**src/hdl/bia_pkg.sv**
```systemverilog
`default_nettype none

package bia_pkg;

  localparam int MAP_WORDS  = 1024;
  localparam int MAP_AW     = $clog2(MAP_WORDS);
  localparam int WORD_W     = 32;
  localparam int BIT_W      = 5;
  localparam int IDX_W      = 15;
  // word pointer one bit wider than the word part of an index
  localparam int WPTR_W     = IDX_W - BIT_W + 1;
  localparam int MAP_BITS   = MAP_WORDS * WORD_W;
  localparam int FAIL_LIMIT = 'h7FFF;
  localparam int SCAN_LIMIT = (MAP_BITS < FAIL_LIMIT) ? MAP_BITS : FAIL_LIMIT;
  localparam int SCAN_WORDS = (SCAN_LIMIT + WORD_W - 1) / WORD_W;
  localparam logic [IDX_W-1:0] START_CAP = 15'h6FFF;

  localparam int S_TDATA_W  = 32;
  localparam int M_TDATA_W  = 48;
  localparam int SERIAL_W   = 32;

  typedef enum logic {
    CMD_ALLOC   = 1'b0,
    CMD_RELEASE = 1'b1
  } cmd_e;

  typedef enum logic [1:0] {
    STATUS_ALLOC    = 2'd0,
    STATUS_NOFREE   = 2'd1,
    STATUS_RELEASED = 2'd2
  } status_e;

  typedef enum logic [2:0] {
    S_CLEAR,
    S_IDLE,
    S_READ,
    S_CHECK,
    S_FINISH
  } state_e;

endpackage

`default_nettype wire

```
**src/hdl/bia_find.sv**
```systemverilog
`default_nettype none

module bia_find (
  input  logic [bia_pkg::WORD_W-1:0] word_i,
  input  logic [bia_pkg::BIT_W-1:0]  start_bit_i,
  output logic                       hit_o,
  output logic [bia_pkg::BIT_W-1:0]  pos_o
);
  import bia_pkg::*;

  logic [WORD_W-1:0] masked;

  // lowest set bit at or above start_bit_i
  always_comb begin
    masked = word_i & ({WORD_W{1'b1}} << start_bit_i);
    hit_o  = |masked;
    pos_o  = '0;
    for (int b = WORD_W - 1; b >= 0; b--) begin
      if (masked[b]) begin
        pos_o = BIT_W'(b);
      end
    end
  end

endmodule

`default_nettype wire

```
**config.mk**
```make
export PLATFORM = sky130hd
export DESIGN_NAME = bia_find
export DESIGN_NICKNAME = d
export VERILOG_FILES = /design/src/hdl/bia_pkg.sv /design/src/hdl/bia_find.sv
export SDC_FILE = /design/constraint.sdc
export NUM_CORES = 1
export LEC_CHECK = 0
export BUFFER_PORTS_ARGS = -buffer_cell sky130_fd_sc_hd__clkbuf_2
export CAP_MARGIN = 30
export CORE_MARGIN = 5
export CORE_UTILIZATION = 45
export DETAILED_ROUTE_END_ITERATION = 8
export PLACE_DENSITY = 0.78
export SKIP_LAST_GASP = 1
export SLEW_MARGIN = 20
export SYNTH_ARGS = -nofsm -noshare
export SYNTH_HDL_FRONTEND = slang
export SYNTH_SLANG_ARGS = --single-unit
```
**constraint.sdc**
```tcl
create_clock -name vclk -period 2
set_input_delay 0.2 -clock vclk [all_inputs]
set_output_delay 0.2 -clock vclk [all_outputs]
set_load 0.05 [all_outputs]
```
==> results of run 1 <==
cell type report:
cell class | count | area (µm²)
Timing Repair Buffer | 87 | 668.1
Multi-Input combinational cell | 136 | 983.4
Tap cell | 27 | 33.78
Fill cell | 119 | 279.0
Inverter | 10 | 37.54
routing by layer:
layer  vias up  wire length [µm]  global-route usage
li1        772                 -                   -
met1       806              1922              0.3279
met2       183              2402              0.4641
met3        50               643             0.04872
met4         0               296             0.09153
met5         -                 0                   0
worst min-delay path by stage:
stage / cells after the start / endpoint / startpoint / slack (ns)
final: 5 / pos_o[4] / word_i[10] / 0.94
after global routing: 5 / pos_o[4] / word_i[10] / 0.98
after CTS: 5 / pos_o[4] / word_i[10] / 0.98
after detailed placement: 5 / pos_o[1] / word_i[3] / 1.01
after global placement: 5 / pos_o[1] / word_i[3] / 1.01
after floorplan: 3 / pos_o[4] / word_i[10] / 0.71
synthesized netlist by cell type, types with 2 or more instances:
cell,number
a21oi_1,17
nand2_1,13
nor2_1,11
o21ai_0,11
nand3_1,10
inv_1,8
buf_4,7
nand2b_1,7
nand4_1,6
o211ai_1,6
nor3_1,4
o2111ai_1,4
o22ai_1,4
nand3b_1,3
nor2b_1,3
o31a_1,3
a211oi_1,2
a31oi_1,2
and3_1,2
clkbuf_1,2
inv_2,2
nor4_1,2
o311a_1,2
or2_2,2
power breakdown:
group | switching, W | internal, W | total, W
sequential | 0 | 0 | 0
clock | 0 | 0 | 0
combinational | 0.000291 | 0.000232 | 0.000523
worst max-delay path: stages:
cell and delay (ns):
clkbuf_8 0.13, buf_4 0.16, nor3_2 0.29, o21ai_1 0.17, o211ai_1 0.14, nand2b_1 0.23, nor4_4 0.05, buf_4 0.14
nor4_4 0.12, clkbuf_8 0.22
metrics by stage:
stage	std cells	util
3_3_place_gp	252	0.7325
4_1_cts	256	0.7844
2_1_floorplan	156	-
3_5_place_dp	252	0.7325
6_report	260	0.8606
5_1_grt	260	0.8606
what timing repair did:
item                       in CTS  in global routing
pin swaps                       6                 14
buffers inserted                4                  4
resized for setup              19                 37
setup endpoints to repair       5                  6
hold buffers                    0                  0
logic make-up (layout without fill, tap and decap cells):
logic type | after synthesis | count (layout)
muxes | 1 | 1
AOI/OAI and AO/OA | 67 | 67
buffers and inverters | 20 | 97
and+or+nand+nor | 68 | 68
==> qor.csv, run 1 <==
stage,metric,value,unit
status,status,"complete, but fails checks",
status,failing checks,negative setup slack,
global_route,global-route wire length before repair,7.169,mm
synthesis,yosys warns,0,
synthesis,Mapped Area,954.7,µm²
layout,Area Growth Syn to Fin,80.47,%
die,Initial Util,0.4769,
timing,Final Cycle Share,1.025,
synthesis,syn nets,193,
pwr,Cell Pwr Density,303.8,mW/mm²
timing,Slew Limit Fails,0,
drt,DRT Pass-1 Iters,5,
global_route,via count of the first global-routing pass,1637,
timing,Worst Slack Setup Final,-0.04919,ns
timing,setup violators final,4,
synthesis,Synth Area in Compound Gates,0.4954,
synthesis,Synth area leaders,"a21oi_1 (8.9%), o21ai_0 (5.8%), buf_4 (5.5%)",
global_route,largest net degree at the start of global routing,17,
global_route,initial antenna violation count,0,
worst_setup_path,end of the critical path,pos_o[4],
timing,Slew headroom,0.7743,
synthesis,adder-cell share of the synthesized area,0,
timing,RSZ-0062 raised after global routing,yes,
layout,Seq Cell Count,0,
timing,Setup TNS Final,-0.1242,ns
worst_setup_path,crit-path max FO,6,
timing,Worst Tran Pin Value,0.3300,ns
layout,"commonest non-fill, non-tap cell in the layout",buf_4,
drt,via/cell ratio,6.965,
layout,Final Instance Area,0.001723,mm²
worst_setup_path,WP data arrival,1.85,ns
place,Area after DPL,0.001466,mm²
drt,WL/cell,20.25,µm
layout,clkbuf count,0,
synthesis,post-synthesis sequential area ratio,0,
layout,most frequent cells in the layout,"buf_4 (38), clkbuf_2 (32), a21oi_1 (14)",
global_route,Overflow after GRT,0,
worst_setup_path,CP Capture Type,output port,
synthesis,Netlist cell types,47,
drt,drc violations,0,
die,Std-Cell Rows,16,
timing,fmax,488.0,MHz
place,IO buf count,43,
timing,WHS,0.9407,ns
die,core footprint,0.002002,mm²
synthesis,cell count after synthesis,156,
worst_setup_path,Crit. Startpoint,start_bit_i[1],
layout,fraction of layout cells with a size suffix above 1,0.5021,
global_route,global-route usage over all layers,0.2680,
drt,initial DRC count,201,
drt,Vias,1811,
synthesis,proportion of synthesized area in mux cells,0.01048,
min_path,Hold Path Class,in2out,
die,chip width,56.06,µm
pwr,total power,0.0005233,W
timing,Final Hold Viols,0,
layout,Reg area,0,µm²
synthesis,XOR/XNOR Fraction of Synth Area,0,
synthesis,dominant cell type by area after synthesis,a21oi_1,
pwr,Peak supply drop,336.6,µV
pwr,static leakage,0.7733,nW
drt,overall routed net length,5.266,mm
worst_setup_path,critical path class,in2out,
place,DP HPWL,3.247,mm
worst_setup_path,CP Launch Type,primary input,
place,routability congestion estimate,0.9611,
worst_setup_path,Critical Path RT,1.80,ns
synthesis,top-area cell type share of the netlist area,0.08912,
layout,number of diodes,0,
layout,Layout Nets,272,
timing,Tmin final,2.049,ns
synthesis,main combinational cell family by area after synthesis,compound AO/OA/AOI/OAI gates,
run,max_cap viols,0,
place,Setup WS pre-CTS,-0.1797,ns
synthesis,post-synthesis simple-gate area fraction,0.3866,
drt,post-route ant nets,0,
die,die area,0.003143,mm²
synthesis,mean post-synth cell area,6.120,µm²
die,die height,56.06,µm
die,# IOs,43,
(Power assumes the default switching activity.)
==> run 2, diff against run 1 <==
CELL_PAD_IN_SITES_DETAIL_PLACEMENT = 0   (was default)
CELL_PAD_IN_SITES_GLOBAL_PLACEMENT = 1   (was default)
CORE_UTILIZATION = 33   (was 45)
PLACE_DENSITY = 0.86   (was 0.78)
==> qor.csv, run 2 (synthesis results as in run 1) <==
stage,metric,value,unit
die,core footprint,0.002758,mm²
worst_setup_path,crit-path max FO,6,
timing,Worst Slack Setup Final,-0.02103,ns
die,Initial Util,0.3462,
global_route,via count of the first global-routing pass,1489,
die,die area,0.004069,mm²
place,IO buf count,43,
place,Area after DPL,0.001499,mm²
worst_setup_path,WP data arrival,1.82,ns
drt,DRT Pass-1 Iters,4,
worst_setup_path,CP max-delay cell,o311a_4,
drt,initial DRC count,58,
worst_setup_path,critical path class,in2out,
layout,most frequent cells in the layout,"buf_4 (39), clkbuf_2 (32), a21oi_1 (14)",
timing,RSZ-0062 raised after global routing,yes,
global_route,Overflow after GRT,0,
worst_setup_path,Critical Path RT,1.80,ns
global_route,initial antenna violation count,0,
layout,Reg area,0,µm²
die,die height,63.79,µm
drt,post-route ant nets,0,
timing,Slew Limit Fails,0,
drt,via/cell ratio,5.970,
status,status,"complete, but fails checks",
worst_setup_path,max incr delay on CP,0.33,ns
drt,WL/cell,16.62,µm
layout,final core occ,0.6806,
global_route,global-route wire length before repair,6.555,mm
min_path,Hold Path Class,in2out,
drt,overall routed net length,4.421,mm
die,# IOs,43,
layout,fillers,232,
timing,Worst Tran Pin Value,0.4363,ns
status,failing checks,negative setup slack,
layout,Layout Nets,274,
layout,Seq Cell Count,0,
place,Setup WS pre-CTS,-0.1761,ns
min_path,worst hold start,word_i[3],
worst_setup_path,cell mode on critical path,nor4_4,
pwr,Cell Pwr Density,285.3,mW/mm²
pwr,Peak supply drop,268.3,µV
layout,"commonest non-fill, non-tap cell in the layout",buf_4,
timing,Final Cycle Share,1.011,
global_route,largest net degree at the start of global routing,17,
layout,clkbuf count,0,
die,chip width,63.79,µm
clock_tree,hold buffers post-CTS,0,
worst_setup_path,CP Launch Type,primary input,
timing,Slew headroom,0.7061,
global_route,global-route usage over all layers,0.1861,
pwr,static leakage,0.8346,nW
drt,Vias,1588,
worst_setup_path,Worst Path Buf+Inv,3,
worst_setup_path,CP Capture Type,output port,
timing,Tmin final,2.021,ns
worst_setup_path,worst-path cell chain,clkbuf_16 > nand3_4 > o311a_4 > o32ai_4 > nand2b_4 > nor4_4 > buf_4 > nor4_4 > clkbuf_8,
worst_setup_path,Top delay family on crit path,compound AO/OA/AOI/OAI gates,
run,max_cap viols,0,
drt,drc violations,0,
layout,Area Growth Syn to Fin,96.59,%
worst_setup_path,Crit. Startpoint,start_bit_i[3],
layout,number of diodes,0,
timing,Setup TNS Final,-0.02103,ns
timing,WHS,1.001,ns
layout,Final Instance Area,0.001877,mm²
timing,Final Hold Viols,0,
place,DP HPWL,3.195,mm
timing,fmax,494.8,MHz
timing,setup violators final,1,
die,Std-Cell Rows,19,
layout,fraction of layout cells with a size suffix above 1,0.5362,
place,routability congestion estimate,0.9698,
## run 2: final timing paths
path	to	slack, ns	cells after the start
worst max-delay path	pos_o[4]	-0.02	9
worst min-delay path	pos_o[2]	1.00	5
## run 2: routing by layer
| metal | vias up | track usage | part of all wire |
|---|---|---|---|
| li1 | 773 | - | - |
| met1 | 738 | 0.2479 | 0.43 |
| met2 | 63 | 0.3291 | 0.48 |
| met3 | 14 | 0.02102 | 0.056 |
| met4 | 0 | 0.02078 | 0.031 |
| met5 | - | 0 | 0 |
## run 2: what timing repair did
action | CTS | global route
buffers inserted | 3 | 7
cloned | 0 | 0
setup endpoints to repair | 4 | 5
resized for setup | 20 | 44
pin swaps | 6 | 17
## run 2: per-stage QoR
stage	total power, W	cells
finish	0.0005355	266
floorplan	0.0002397	156
detailed placement	0.0004332	256
global route	0.0005659	266
CTS	0.0004636	259
global placement	0.0004274	256
## run 2: final cells by class
cell class                      count  area [µm²]  area share
Tap cell                           31       38.79     0.02067
Inverter                           10       42.54     0.02267
Timing Repair Buffer               89       742.0      0.3953
Multi-Input combinational cell    136        1054      0.5613
## run 2: where the power goes
group / total (W) / switching, W / internal, W
Clock: 0 / 0 / 0
Combinational: 0.000536 / 0.000280 / 0.000256
Sequential: 0 / 0 / 0
